--- config.mk ---
export PLATFORM = sky130hd
export DESIGN_NAME = usb_ep0_control_transfer_fsm_unit
export DESIGN_NICKNAME = d
export VERILOG_FILES = /design/src/sv/usb_ep0_pkg.sv /design/src/sv/usb_ep0_regs.sv /design/src/sv/usb_ep0_core.sv /design/src/sv/usb_ep0_control_transfer_fsm_unit.sv
export SDC_FILE = /design/constraint.sdc
export NUM_CORES = 1
export LEC_CHECK = 0
export BUFFER_PORTS_ARGS = -buffer_cell sky130_fd_sc_hd__buf_2
export CAP_MARGIN = 15
export CORE_MARGIN = 5
export CORE_UTILIZATION = 40
export CTS_CLUSTER_SIZE = 10
export DETAILED_ROUTE_END_ITERATION = 10
export REMOVE_ABC_BUFFERS = 1
export SLEW_MARGIN = 15
export SYNTH_ARGS = -nofsm -noshare
export SYNTH_HDL_FRONTEND = slang
export SYNTH_SLANG_ARGS = --single-unit
--- constraint.sdc ---
create_clock -name clk -period 6 [get_ports clk]
set_input_delay 0.3 -clock clk [delete_from_list [all_inputs] [get_ports clk]]
set_output_delay 0.3 -clock clk [all_outputs]
set_load 0.01 [all_outputs]
--- src/sv/usb_ep0_pkg.sv ---
package usb_ep0_pkg;

    localparam int NUM_DESC = 6;
    localparam logic [9:0] SETUP_ARM_COUNT = 10'd8;

    typedef enum logic [3:0] {
        ST_IDLE       = 4'd0,
        ST_SETUP      = 4'd1,
        ST_DATA_IN    = 4'd2,
        ST_IN_IDLE    = 4'd3,
        ST_IN_ZERO    = 4'd4,
        ST_DATA_OUT   = 4'd5,
        ST_OUT_IDLE   = 4'd6,
        ST_STATUS_IN  = 4'd7,
        ST_STATUS_OUT = 4'd8
    } stage_t;

    typedef enum logic [2:0] {
        ACT_NONE  = 3'd0,
        ACT_WRITE = 3'd1,
        ACT_ZLP   = 3'd2,
        ACT_STALL = 3'd3,
        ACT_ARM   = 3'd4,
        ACT_ADDR  = 3'd5,
        ACT_CFG   = 3'd6,
        ACT_DRAIN = 3'd7
    } action_t;

    typedef enum logic [2:0] {
        OP_RESET    = 3'd0,
        OP_SETUP_RX = 3'd1,
        OP_SETUP_DN = 3'd2,
        OP_IN_CMPT  = 3'd3,
        OP_IN_EMPTY = 3'd4,
        OP_OUT_DATA = 3'd5,
        OP_OUT_CMPT = 3'd6,
        OP_OTHER_IN = 3'd7
    } opcode_t;

    localparam logic [1:0] DEV_DEFAULT    = 2'd0;
    localparam logic [1:0] DEV_ADDRESSED  = 2'd1;
    localparam logic [1:0] DEV_CONFIGURED = 2'd2;

    localparam logic [2:0] DESC_DEVICE = 3'd0;
    localparam logic [2:0] DESC_CONFIG = 3'd1;
    localparam logic [2:0] DESC_LANG   = 3'd2;
    localparam logic [2:0] DESC_REPORT = 3'd5;

    typedef struct packed {
        logic [2:0] opcode;
        logic [7:0] req_type;
        logic [7:0] req_code;
        logic [15:0] req_value;
        logic [15:0] req_length;
        logic [3:0] endpoint;
        logic [6:0] rx_length;
    } event_t;

    typedef struct packed {
        logic [2:0] action;
        logic [3:0] target_endpoint;
        logic [2:0] descriptor_select;
        logic [9:0] chunk_offset;
        logic [9:0] chunk_count;
        logic [6:0] device_address;
        logic [3:0] xfer_stage;
        logic [1:0] device_state;
        logic [7:0] configuration;
    } result_t;

    typedef struct packed {
        stage_t     stage;
        logic [1:0] usb_state;
        logic [9:0] remaining;
        logic [9:0] offset;
        logic [2:0] sel;
        logic       stall_pending;
        logic [7:0] active_cfg;
    } ctx_t;

endpackage

--- src/sv/usb_ep0_regs.sv ---
module usb_ep0_regs
    import usb_ep0_pkg::*;
(
    input  logic        clk,
    input  logic        rst_n,
    input  logic        psel,
    input  logic        penable,
    input  logic        pwrite,
    input  logic [4:0]  paddr,
    input  logic [31:0] pwdata,
    output logic [31:0] prdata,
    output logic        pready,
    output logic [NUM_DESC*10-1:0] desc_len
);
    logic [9:0] len_reg [NUM_DESC];
    logic [2:0] idx;

    assign idx = paddr[4:2];
    assign pready = 1'b1;

    always_ff @(posedge clk or negedge rst_n)
    begin
        if (!rst_n)
        begin
            len_reg[0] <= 10'd18;
            len_reg[1] <= 10'd34;
            len_reg[2] <= 10'd4;
            len_reg[3] <= 10'd0;
            len_reg[4] <= 10'd0;
            len_reg[5] <= 10'd0;
        end
        else if (psel && penable && pwrite && (idx < 3'(NUM_DESC)))
        begin
            len_reg[idx] <= pwdata[9:0];
        end
    end

    always_comb
    begin
        prdata = '0;
        if (idx < 3'(NUM_DESC))
        begin
            prdata = {22'd0, len_reg[idx]};
        end
    end

    always_comb
    begin
        for (int i = 0; i < NUM_DESC; i++)
        begin
            desc_len[i*10 +: 10] = len_reg[i];
        end
    end
endmodule

--- src/sv/usb_ep0_core.sv ---
module usb_ep0_core
    import usb_ep0_pkg::*;
#(
    parameter int EP0_PACKET = 64
)
(
    input  event_t                 ev,
    input  ctx_t                   ctx,
    input  logic [NUM_DESC*10-1:0] desc_len,
    output ctx_t                   ctx_nx,
    output result_t                res
);
    localparam logic [9:0] PKT = 10'(EP0_PACKET);

    always_comb
    begin
        logic [6:0]  rtype;
        logic [7:0]  hi;
        logic [7:0]  lo;
        logic [9:0]  dlen;
        logic [2:0]  dsel;
        logic        start;
        logic        chunk;

        ctx_nx = ctx;
        res    = '0;
        rtype  = ev.req_type[6:0];
        hi     = ev.req_value[15:8];
        lo     = ev.req_value[7:0];
        start  = 1'b0;
        chunk  = 1'b0;
        dsel   = DESC_DEVICE;

        unique case (opcode_t'(ev.opcode))
            OP_RESET:
            begin
                ctx_nx.usb_state = DEV_DEFAULT;
                ctx_nx.stage     = ST_IDLE;
                ctx_nx.remaining = '0;
                ctx_nx.offset    = '0;
                res.action       = ACT_ADDR;
            end
            OP_SETUP_RX:
            begin
                ctx_nx.stage = ST_SETUP;
                if (rtype == 7'h00)
                begin
                    if (ev.req_code == 8'd1)
                    begin
                        ctx_nx.stage = ST_SETUP;
                    end
                    else if (ev.req_code == 8'd5)
                    begin
                        res.action         = ACT_ADDR;
                        res.device_address = lo[6:0];
                        ctx_nx.usb_state   = DEV_ADDRESSED;
                        ctx_nx.stage       = ST_STATUS_IN;
                    end
                    else if (ev.req_code == 8'd6)
                    begin
                        if (hi == 8'd1)
                        begin
                            start = 1'b1;
                            dsel  = DESC_DEVICE;
                        end
                        else if (hi == 8'd2)
                        begin
                            start = 1'b1;
                            dsel  = DESC_CONFIG;
                        end
                        else if (hi == 8'd3 && lo <= 8'd2)
                        begin
                            start = 1'b1;
                            dsel  = DESC_LANG + lo[2:0];
                        end
                        else
                        begin
                            ctx_nx.stall_pending = 1'b1;
                        end
                    end
                    else if (ev.req_code == 8'd9)
                    begin
                        ctx_nx.active_cfg   = lo;
                        res.action          = ACT_CFG;
                        res.target_endpoint = 4'd1;
                        ctx_nx.usb_state    = DEV_CONFIGURED;
                        ctx_nx.stage        = ST_STATUS_IN;
                    end
                    else
                    begin
                        ctx_nx.stall_pending = 1'b1;
                    end
                end
                else if (rtype == 7'h01)
                begin
                    if (hi == 8'h22)
                    begin
                        start = 1'b1;
                        dsel  = DESC_REPORT;
                    end
                    else
                    begin
                        ctx_nx.stall_pending = 1'b1;
                    end
                end
                else if (rtype == 7'h21)
                begin
                    if (ev.req_code == 8'h0A)
                    begin
                        res.action          = ACT_ZLP;
                        res.target_endpoint = 4'd1;
                        ctx_nx.stage        = ST_STATUS_IN;
                    end
                    else
                    begin
                        ctx_nx.stall_pending = 1'b1;
                    end
                end
                else
                begin
                    ctx_nx.stall_pending = 1'b1;
                end
            end
            OP_SETUP_DN:
            begin
                if (ctx.stall_pending)
                begin
                    res.action           = ACT_STALL;
                    res.target_endpoint  = ev.endpoint;
                    ctx_nx.stall_pending = 1'b0;
                end
                else if (ctx.stage == ST_STATUS_IN)
                begin
                    res.action = ACT_ZLP;
                end
                else if (ctx.stage == ST_DATA_IN)
                begin
                    chunk = 1'b1;
                end
            end
            OP_IN_CMPT:
            begin
                if (ev.endpoint == 4'd0)
                begin
                    if (ctx.stage == ST_IN_IDLE)
                    begin
                        chunk = 1'b1;
                    end
                    else if (ctx.stage == ST_IN_ZERO)
                    begin
                        res.action   = ACT_ZLP;
                        ctx_nx.stage = ST_STATUS_OUT;
                    end
                    else if (ctx.stage == ST_STATUS_OUT)
                    begin
                        res.action = ACT_ARM;
                    end
                end
            end
            OP_IN_EMPTY:
            begin
                if (ev.endpoint == 4'd0 && ctx.stage == ST_STATUS_IN)
                begin
                    ctx_nx.stage     = ST_IDLE;
                    ctx_nx.remaining = '0;
                    ctx_nx.offset    = '0;
                    res.action       = ACT_ARM;
                    res.chunk_count  = SETUP_ARM_COUNT;
                end
            end
            OP_OUT_DATA:
            begin
                if (ctx.stage == ST_STATUS_OUT)
                begin
                    res.action      = ACT_DRAIN;
                    res.chunk_count = {3'd0, ev.rx_length};
                    ctx_nx.stage    = ST_IDLE;
                end
                else if (ctx.stage == ST_IN_IDLE)
                begin
                    ctx_nx.stage = ST_IDLE;
                end
            end
            OP_OUT_CMPT:
            begin
                if (ctx.stage == ST_IDLE)
                begin
                    ctx_nx.remaining = '0;
                    ctx_nx.offset    = '0;
                    res.action       = ACT_ARM;
                    res.chunk_count  = SETUP_ARM_COUNT;
                end
                else if (ctx.stage == ST_OUT_IDLE)
                begin
                    ctx_nx.stage = ST_DATA_OUT;
                end
            end
            OP_OTHER_IN:
            begin
                ctx_nx.stage = ctx.stage;
            end
            default:
            begin
                ctx_nx.stage = ctx.stage;
            end
        endcase

        dlen = desc_len[dsel*10 +: 10];

        // Clamp the requested length to the descriptor size.
        if (start)
        begin
            ctx_nx.sel    = dsel;
            ctx_nx.offset = '0;
            ctx_nx.stage  = ST_DATA_IN;
            ctx_nx.remaining = (ev.req_length < {6'd0, dlen}) ? ev.req_length[9:0] : dlen;
        end

        // Emit one chunk of at most one packet.
        if (chunk)
        begin
            res.action            = ACT_WRITE;
            res.descriptor_select = ctx.sel;
            res.chunk_offset      = ctx.offset;
            if (ctx.remaining > PKT)
            begin
                res.chunk_count  = PKT;
                ctx_nx.offset    = ctx.offset + PKT;
                ctx_nx.remaining = ctx.remaining - PKT;
                ctx_nx.stage     = ST_IN_IDLE;
            end
            else
            begin
                res.chunk_count  = ctx.remaining;
                ctx_nx.stage     = (ctx.remaining == PKT) ? ST_IN_ZERO : ST_STATUS_OUT;
                ctx_nx.remaining = '0;
                ctx_nx.offset    = '0;
            end
        end

        res.xfer_stage    = ctx_nx.stage;
        res.device_state  = ctx_nx.usb_state;
        res.configuration = ctx_nx.active_cfg;
    end
endmodule

--- src/sv/usb_ep0_control_transfer_fsm_unit.sv ---
// Channel  | Handshake         | Payload
// ---------+-------------------+---------------------------------------------
// event    | in_valid/in_stall | opcode, req_*, endpoint, rx_length
// result   | out_valid/out_stall | action ... configuration
// config   | APB               | six 10-bit descriptor lengths at 4*i
//
// Events are taken while in_stall is low; each result is registered when the
// output slot frees. The input register and the result register are parted
// by one level of decode logic, so the block keeps one word per cycle while
// out_stall is low. in_stall rises only while a result waits and the input
// register is also full. Reset returns the control stage to idle, the device
// to the default state, and the descriptor lengths to their reset values.
module usb_ep0_control_transfer_fsm_unit
    import usb_ep0_pkg::*;
#(
    parameter int EP0_PACKET = 64
)
(
    input  logic        clk,
    input  logic        rst_n,
    input  logic        in_valid,
    output logic        in_stall,
    input  logic [2:0]  opcode,
    input  logic [7:0]  req_type,
    input  logic [7:0]  req_code,
    input  logic [15:0] req_value,
    input  logic [15:0] req_length,
    input  logic [3:0]  endpoint,
    input  logic [6:0]  rx_length,
    output logic        out_valid,
    input  logic        out_stall,
    output logic [2:0]  action,
    output logic [3:0]  target_endpoint,
    output logic [2:0]  descriptor_select,
    output logic [9:0]  chunk_offset,
    output logic [9:0]  chunk_count,
    output logic [6:0]  device_address,
    output logic [3:0]  xfer_stage,
    output logic [1:0]  device_state,
    output logic [7:0]  configuration,
    input  logic        psel,
    input  logic        penable,
    input  logic        pwrite,
    input  logic [4:0]  paddr,
    input  logic [31:0] pwdata,
    output logic [31:0] prdata,
    output logic        pready
);
    logic [NUM_DESC*10-1:0] desc_len;
    event_t  ev_reg;
    logic    ev_valid_reg;
    ctx_t    ctx_reg;
    ctx_t    ctx_next;
    result_t res_next;
    result_t res_reg;
    logic    res_valid_reg;
    logic    advance;
    logic    in_take;

    usb_ep0_regs u_regs (
        .clk      (clk),
        .rst_n    (rst_n),
        .psel     (psel),
        .penable  (penable),
        .pwrite   (pwrite),
        .paddr    (paddr),
        .pwdata   (pwdata),
        .prdata   (prdata),
        .pready   (pready),
        .desc_len (desc_len)
    );

    usb_ep0_core #(.EP0_PACKET(EP0_PACKET)) u_core (
        .ev       (ev_reg),
        .ctx      (ctx_reg),
        .desc_len (desc_len),
        .ctx_nx   (ctx_next),
        .res      (res_next)
    );

    // Move the staged event into the result register when that slot frees.
    assign advance  = ev_valid_reg && (!res_valid_reg || !out_stall);
    assign in_stall = ev_valid_reg && !advance;
    assign in_take  = in_valid && !in_stall;

    always_ff @(posedge clk or negedge rst_n)
    begin
        if (!rst_n)
        begin
            ev_valid_reg  <= 1'b0;
            res_valid_reg <= 1'b0;
            ctx_reg       <= '{stage: ST_IDLE, usb_state: DEV_DEFAULT, default: '0};
        end
        else
        begin
            if (in_take)
            begin
                ev_valid_reg <= 1'b1;
            end
            else if (advance)
            begin
                ev_valid_reg <= 1'b0;
            end
            if (advance)
            begin
                res_valid_reg <= 1'b1;
                ctx_reg       <= ctx_next;
            end
            else if (!out_stall)
            begin
                res_valid_reg <= 1'b0;
            end
        end
    end

    always_ff @(posedge clk)
    begin
        if (in_take)
        begin
            ev_reg <= '{opcode, req_type, req_code, req_value, req_length,
                        endpoint, rx_length};
        end
        if (advance)
        begin
            res_reg <= res_next;
        end
    end

    assign out_valid         = res_valid_reg;
    assign action            = res_reg.action;
    assign target_endpoint   = res_reg.target_endpoint;
    assign descriptor_select = res_reg.descriptor_select;
    assign chunk_offset      = res_reg.chunk_offset;
    assign chunk_count       = res_reg.chunk_count;
    assign device_address    = res_reg.device_address;
    assign xfer_stage        = res_reg.xfer_stage;
    assign device_state      = res_reg.device_state;
    assign configuration     = res_reg.configuration;

    // Hold a stalled result steady.
    a_hold: assert property (@(posedge clk) disable iff (!rst_n)
        out_valid && out_stall |=> out_valid && $stable(res_reg))
        else $error("result changed under stall");

    // Device state never takes the unused code.
    a_dev: assert property (@(posedge clk) disable iff (!rst_n)
        ctx_reg.usb_state != 2'd3)
        else $error("bad device state");

    // A bus reset clears the remaining byte count and the chunk offset.
    a_idle: assert property (@(posedge clk) disable iff (!rst_n)
        advance && ev_reg.opcode == OP_RESET
        |=> ctx_reg.remaining == '0 && ctx_reg.offset == '0)
        else $error("bus reset left bytes pending");

    // A stall action clears the pending flag.
    a_stall: assert property (@(posedge clk) disable iff (!rst_n)
        advance && res_next.action == ACT_STALL |=> !ctx_reg.stall_pending)
        else $error("stall flag not cleared");
endmodule

Word level (Yosys, flattened, before mapping)
Index checks and enable logic that the tools add are counted.

Register bits after elaboration: 212. Input port bits: 106. Logic and storage cells: 218. Output and inout port bits: 86.

Add/sub/neg operators: 3. Order comparisons: 6. Reductions and logical operators: 25. Muxes and demuxes: 112. Multipliers: 1. Shift-type cells: 1. Bitwise operators: 4. Equality and inequality tests: 35.

Operators with widths (count): $mux W20 (4); $mux W4 (20); $mux W10 (7); $bwmux W60 (1); $mux W3 (20); $pmux W20 S3 (1); $shiftx A60 B8 Y10 (1); $mux W7 (7); $mux W8 (4); $bmux W10 S3 (1); $demux W10 S3 (1); $pmux W10 S3 (1); $mux W1 (29); $pmux W4 S6 (1); $mux W23 (1); $pmux W3 S7 (1); $mux W6 (3); $mux W9 (2); $eq A8 B1 Y1 const B (2); $eq A8 B2 Y1 const B (2); $eq A8 B3 Y1 const B (2); $eq A8 B4 Y1 const B (2); $lt A16 B10 Y1 (1); $ne A4 B4 Y1 const B (4); other kinds (43) (69).

Depth between registers and ports, before layout
Word-level depth: 16. Depth in mapped cells: 20. Mapped depth without buffers: 16.

Cells and area by module
Synthesis repeated with hierarchy kept, for this count alone.

Cell total of the unflattened synthesis: 805. Area total of the unflattened synthesis: 10660.2 um^2.

Modules (own cells, without submodules): usb_ep0_control_transfer_fsm_unit (sequential area each 4394.2 um^2, area an instance 4942.2 um^2, cells an instance 201, times used 1); usb_ep0_regs (sequential area each 1507.7 um^2, area an instance 3078.0 um^2, cells an instance 216, times used 1); usb_ep0_core (sequential area each 0.0 um^2, area an instance 2640.0 um^2, cells an instance 388, times used 1).

Least setup slack after synthesis
No wires, ideal clock.

Kind: register to register. Start: register ev_reg[57] in the netlist's numbering. End: register ctx_reg[23] in the netlist's numbering. Stages on the path, launching flop included: 20. Required time: 5914 ps. Data arrival time: 4621 ps. Buffers on the path: 4. Library setup time: 86 ps. Period minus slack after synthesis: 4706 ps. Path slack: 1294 ps. Cell sequence: edfxtp_1 > or4_1 > or4_1 > buf_6 > a21oi_1 > or2_1 > buf_2 > buf_4 > mux2_2 > a21oi_1 > ha_1 > or4bb_1 > nor3_1 > nor2_1 > o211ai_1 > a2111o_1 > o311ai_4 > or2_1 > buf_6 > o221ai_2.

Cells in the longest elaborated chain, start to end: 10. Elaborated cells between the ends (all ways): 18. Classes of those cells: 1 x mul; 1 x order compare; 3 x eq/ne; 1 x shift; 9 x mux; 3 x reduce/logical.

RTL lines: start: declaration (line usb_ep0_control_transfer_fsm_unit.sv:50) `event_t ev_reg;`; start signal: assignment (line usb_ep0_control_transfer_fsm_unit.sv:120) `ev_reg <= '{opcode, req_type, req_code, req_value, req_length,`; $eq A7 B1 Y1 (line usb_ep0_core.sv:94) `else if (rtype == 7'h01)`; $mux W3 (line usb_ep0_core.sv:94); $mux W3 (line usb_ep0_core.sv:46) `if (rtype == 7'h00)`; $mux W3 (line usb_ep0_core.sv:34) `unique case (opcode_t'(ev.opcode))`; $mul A3 B3 Y6 (line usb_ep0_core.sv:208) `dlen = desc_len[dsel*10 +: 10];`; $shiftx A60 B8 Y10 (line usb_ep0_core.sv:208); $lt A16 B10 Y1 (line usb_ep0_core.sv:216) `ctx_nx.remaining = (ev.req_length < {6'd0, dlen}) ? ev.req_length[9:0] : dlen;`; $mux W10 (line usb_ep0_core.sv:216); $mux W23 (line usb_ep0_core.sv:211) `if (start)`; $mux W20 (line usb_ep0_core.sv:220) `if (chunk)`; end signal: assignment (line usb_ep0_control_transfer_fsm_unit.sv:107) `ctx_reg <= ctx_next;`; end: declaration (line usb_ep0_control_transfer_fsm_unit.sv:52) `ctx_t ctx_reg;`.

Parallel ways exist; a longest one is shown, timed or not. A chain may end at the register's enable or synchronous reset.

Worst setup path in the final report
Ends and elaborated chain as after synthesis.

==> run_summary.xml <==
<?xml version="1.0" encoding="UTF-8"?>
<metrics>
  <group name="run_status">
    <metric name="result_of_the_run" unit="">complete, no violations</metric>
  </group>
  <group name="yosys">
    <metric name="synth-async-reset-ratio" unit="%">47.0</metric>
    <metric name="synth_area_per_inst" unit="um2">12.6</metric>
    <metric name="postSynth.topFlopCell" unit="">edfxtp_1</metric>
    <metric name="largest_area_contributor_in_the_netlist" unit="">edfxtp_1</metric>
    <metric name="top_cells_by_area_synth" unit="">edfxtp_1 33%, dfrtp_1 23%, mux2_2 9.4%, mux2i_1 3.7%, nand2_1 2.8%</metric>
    <metric name="synth_enable_flop_cells" unit="">106</metric>
    <metric name="yosys_warnings" unit="">0</metric>
    <metric name="ffs_latches_synth" unit="">200</metric>
    <metric name="synth.top_cells.by_count" unit="">106 x edfxtp_1, 89 x dfrtp_1, 79 x mux2_2, 70 x nand2_1, 36 x nor2_1</metric>
    <metric name="mappedNetlistArea" unit="um2">9510</metric>
    <metric name="synth_seq_area_share" unit="%">58.3</metric>
    <metric name="netlist-cell-type-count" unit="">70</metric>
    <metric name="synth_top_area_share" unit="%">33.5</metric>
    <metric name="synth_most_common_cell" unit="">edfxtp_1</metric>
    <metric name="syn-instance-count" unit="">754</metric>
  </group>
  <group name="grt">
    <metric name="grt-ovfl-total" unit="">0</metric>
    <metric name="number_of_global_route_vias_before_repair" unit="">6202</metric>
    <metric name="antenna_violations_before_repair" unit="">3</metric>
    <metric name="grt_pass1_wl" unit="mm">33.7</metric>
    <metric name="pin_count_of_the_biggest_net_entering_global_routing" unit="">64</metric>
    <metric name="track_usage" unit="%">16.3</metric>
  </group>
  <group name="timing">
    <metric name="setup_viol" unit="">0</metric>
    <metric name="slew-limit-headroom" unit="%">24.8</metric>
    <metric name="finalCritPeriodShare" unit="%">87.9</metric>
    <metric name="holdWs" unit="ns">0.0334</metric>
    <metric name="finalClockSkew" unit="ns">0.0117</metric>
    <metric name="fmaxAchievable" unit="GHz">0.190</metric>
    <metric name="final-hold-violation-count" unit="">0</metric>
    <metric name="worst_slew_pin_slew" unit="ns">1.12</metric>
    <metric name="fin_ws" unit="ns">0.725</metric>
    <metric name="report.final.slew_viol_count" unit="">0</metric>
    <metric name="finalCriticalPeriod" unit="ns">5.28</metric>
    <metric name="tns" unit="ns">0</metric>
    <metric name="unrepaired_setup_endpoints_after_global_routing" unit="">no</metric>
  </group>
  <group name="run">
    <metric name="maxCapViolations" unit="">0</metric>
  </group>
  <group name="place">
    <metric name="place_hpwl" unit="mm">15.3</metric>
    <metric name="io_buffer_count" unit="">137</metric>
    <metric name="placed_cells_incl_taps" unit="">1193</metric>
    <metric name="place_ws" unit="ns">0.751</metric>
    <metric name="gp_congestion" unit="">0.816</metric>
    <metric name="dp_area" unit="um2">10500</metric>
  </group>
  <group name="clock_tree">
    <metric name="clk_path_buf_depth" unit="">2</metric>
    <metric name="htreeDepth" unit="">4</metric>
    <metric name="cts-buffers-inserted" unit="">17</metric>
    <metric name="cts_sinks" unit="">200</metric>
    <metric name="post_cts_resize_count" unit="">0</metric>
    <metric name="clkTransAtPathRegs" unit="ns">0.08</metric>
    <metric name="clock_latency" unit="ns">0.44</metric>
    <metric name="ctsRootBufferMaster" unit="">clkbuf_16</metric>
    <metric name="cts_tree" unit="">done</metric>
  </group>
  <group name="cells_and_area">
    <metric name="largest_register_ff_count" unit="">61</metric>
    <metric name="final_layout_size_suffix_gt1_share" unit="%">32.2</metric>
    <metric name="post-route-util" unit="%">47.4</metric>
    <metric name="instances_no_fill" unit="">1227</metric>
    <metric name="layout-area-overhead-vs-synth" unit="%">17.0</metric>
    <metric name="final.fill_count" unit="">2159</metric>
    <metric name="post-route-cell-area" unit="um2">11100</metric>
    <metric name="final_nets" unit="">1012</metric>
  </group>
  <group name="drt">
    <metric name="route.antenna.remaining_nets" unit="">0</metric>
    <metric name="vias_per_cell" unit="">5.16</metric>
    <metric name="dr.first_iter.drc_count" unit="">401</metric>
    <metric name="post_drt_wl_per_cell" unit="um">17.7</metric>
    <metric name="drt_pre_antenna_iters" unit="">4</metric>
    <metric name="detailroute.via_count" unit="">6327</metric>
    <metric name="finalWirelength" unit="mm">21.7</metric>
    <metric name="detail_route.drc_violations" unit="">0</metric>
  </group>
  <group name="worst_setup_path">
    <metric name="r2r_setup_slack" unit="ns">0.72</metric>
    <metric name="path_class" unit="">reg -&gt; reg</metric>
    <metric name="worst_ep_arrival_time" unit="ns">5.62</metric>
    <metric name="worstSetupEndpoint" unit="">ctx_reg[23]$_DFFE_PN0P_</metric>
    <metric name="timing.rr.start" unit="">ev_reg[57]$_DFFE_PP_</metric>
    <metric name="cp_max_fo" unit="">30</metric>
    <metric name="worst_r2r_path_depth" unit="">17</metric>
    <metric name="timing.rr.end" unit="">ctx_reg[23]$_DFFE_PN0P_</metric>
    <metric name="worst_ep_required_time" unit="ns">6.35</metric>
    <metric name="cp-start-kind" unit="">flop</metric>
    <metric name="timing.critical_path.to_type" unit="">flop</metric>
    <metric name="cp-startpoint" unit="">ev_reg[57]$_DFFE_PP_</metric>
  </group>
  <group name="floorplanning">
    <metric name="floorplan.initialDensity" unit="%">40.5</metric>
    <metric name="placementRows" unit="">56</metric>
    <metric name="die_x" unit="um">164</metric>
    <metric name="dieArea" unit="um2">27000</metric>
    <metric name="io_pins" unit="">192</metric>
    <metric name="die_h" unit="um">164</metric>
    <metric name="core_area" unit="um2">23500</metric>
  </group>
  <group name="power_and_ir_drop">
    <metric name="worst_ir_drop_vdd" unit="uV">161</metric>
    <metric name="power_leakage" unit="nW">4.88</metric>
    <metric name="p_total" unit="mW">3.29</metric>
    <metric name="p_per_area" unit="nW/um2">296</metric>
  </group>
  <group name="min_path">
    <metric name="holdCritPathClass" unit="">in -&gt; reg</metric>
  </group>
</metrics>
-- cells by family after synthesis --
group           after synthesis  synth area share [%]
simple gates                220                  11.8
buf+inv                      75                  4.36
compound gates              125                  9.62
fa+ha+maj                    12                  1.58
flops                       200                  58.3
other cells                   2                0.0790
xor+xnor                      1                0.0921
mux                         119                  14.2
-- metal layers --
| metal | GRT usage, % | part of all wire (%) | vias up | routed length (um) |
|---|---|---|---|---|
| met5 | 0 | 0.16 | - | 34 |
| met4 | 5.22 | 1.9 | 6 | 402 |
| met3 | 3.69 | 5.7 | 34 | 1250 |
| met1 | 22.1 | 45 | 3066 | 9740 |
| met2 | 26.0 | 47 | 171 | 10300 |
| li1 | - | - | 3050 | - |
-- critical path, stage by stage, from the launching register on --
cell	delay, ns
edfxtp_1	0.37
or4_1	0.54
or4_1	0.60
a21oi_1	0.32
or2_1	0.19
buf_12	0.22
mux2_2	0.35
a21oi_1	0.40
ha_1	0.19
or4bb_1	0.54
nor3_1	0.20
nor2_1	0.07
o211ai_1	0.20
a2111o_1	0.20
o311ai_4	0.16
or2_1	0.30
buf_12	0.16
o221ai_2	0.14
-- report_power, final --
group	internal, mW	switching, mW	leakage [nW]	total [mW]
Sequential	1.59	0.0919	2.26	1.69
Combinational	0.197	0.214	2.31	0.411
Clock	0.627	0.569	0.308	1.20
-- repair_timing --
action / 4_1_cts / 5_1_grt
hold endpoints to repair: 31 / 0
hold buffers: 1 / 0
setup buffers: 0 / 0
-- cells in the final DEF, fill, tap and decap left out, types with 4 or more instances in the layout --
master / n
buf_2: 136
edfxtp_1: 106
dfrtp_1: 89
mux2_2: 79
nand2_1: 70
nor2_1: 36
mux2i_1: 35
conb_1: 31
a21oi_1: 27
o21ai_0: 22
nand3_1: 21
inv_1: 18
clkbuf_16: 17
and2_1: 16
nor3_1: 14
a211oi_1: 13
ha_1: 12
buf_4: 9
nand4_1: 8
nand2b_1: 8
nor2b_1: 7
and3_1: 6
a22oi_1: 6
o211ai_2: 6
nor4_1: 5
a22o_1: 5
a31oi_1: 5
mux4_2: 5
o22ai_1: 5
a21o_1: 5
dfstp_2: 5
o21a_1: 4
clkinv_8: 4
inv_8: 4
inv_6: 4
-- area by class of cell --
cell class | count | area, um2 | share of cell area (%)
Sequential cell | 200 | 5540 | 49.8
Multi-Input combinational cell | 508 | 3680 | 33.1
Timing Repair Buffer | 148 | 798 | 7.18
Clock buffer | 19 | 453 | 4.07
Tap cell | 319 | 399 | 3.59
Clock inverter | 13 | 175 | 1.57
Inverter | 19 | 71.3 | 0.641
Antenna cell | 1 | 2.50 | 0.0225
-- worst min path at each step --
stage | from | to | slack (ns) | depth (start not counted)
2_1_floorplan | rst_n | ctx_reg[0]$_DFFE_PN0P_ | 0.004 | 0
3_3_place_gp | rst_n | ctx_reg[23]$_DFFE_PN0P_ | 0.32 | 1
3_5_place_dp | rst_n | ctx_reg[23]$_DFFE_PN0P_ | 0.31 | 1
4_1_cts | req_value[2] | ev_reg[29]$_DFFE_PP_ | 0.02 | 1
5_1_grt | req_value[2] | ev_reg[29]$_DFFE_PP_ | 0.01 | 1
6_report | req_code[4] | ev_reg[47]$_DFFE_PP_ | 0.03 | 1
Power figures use the tool's default switching activity.
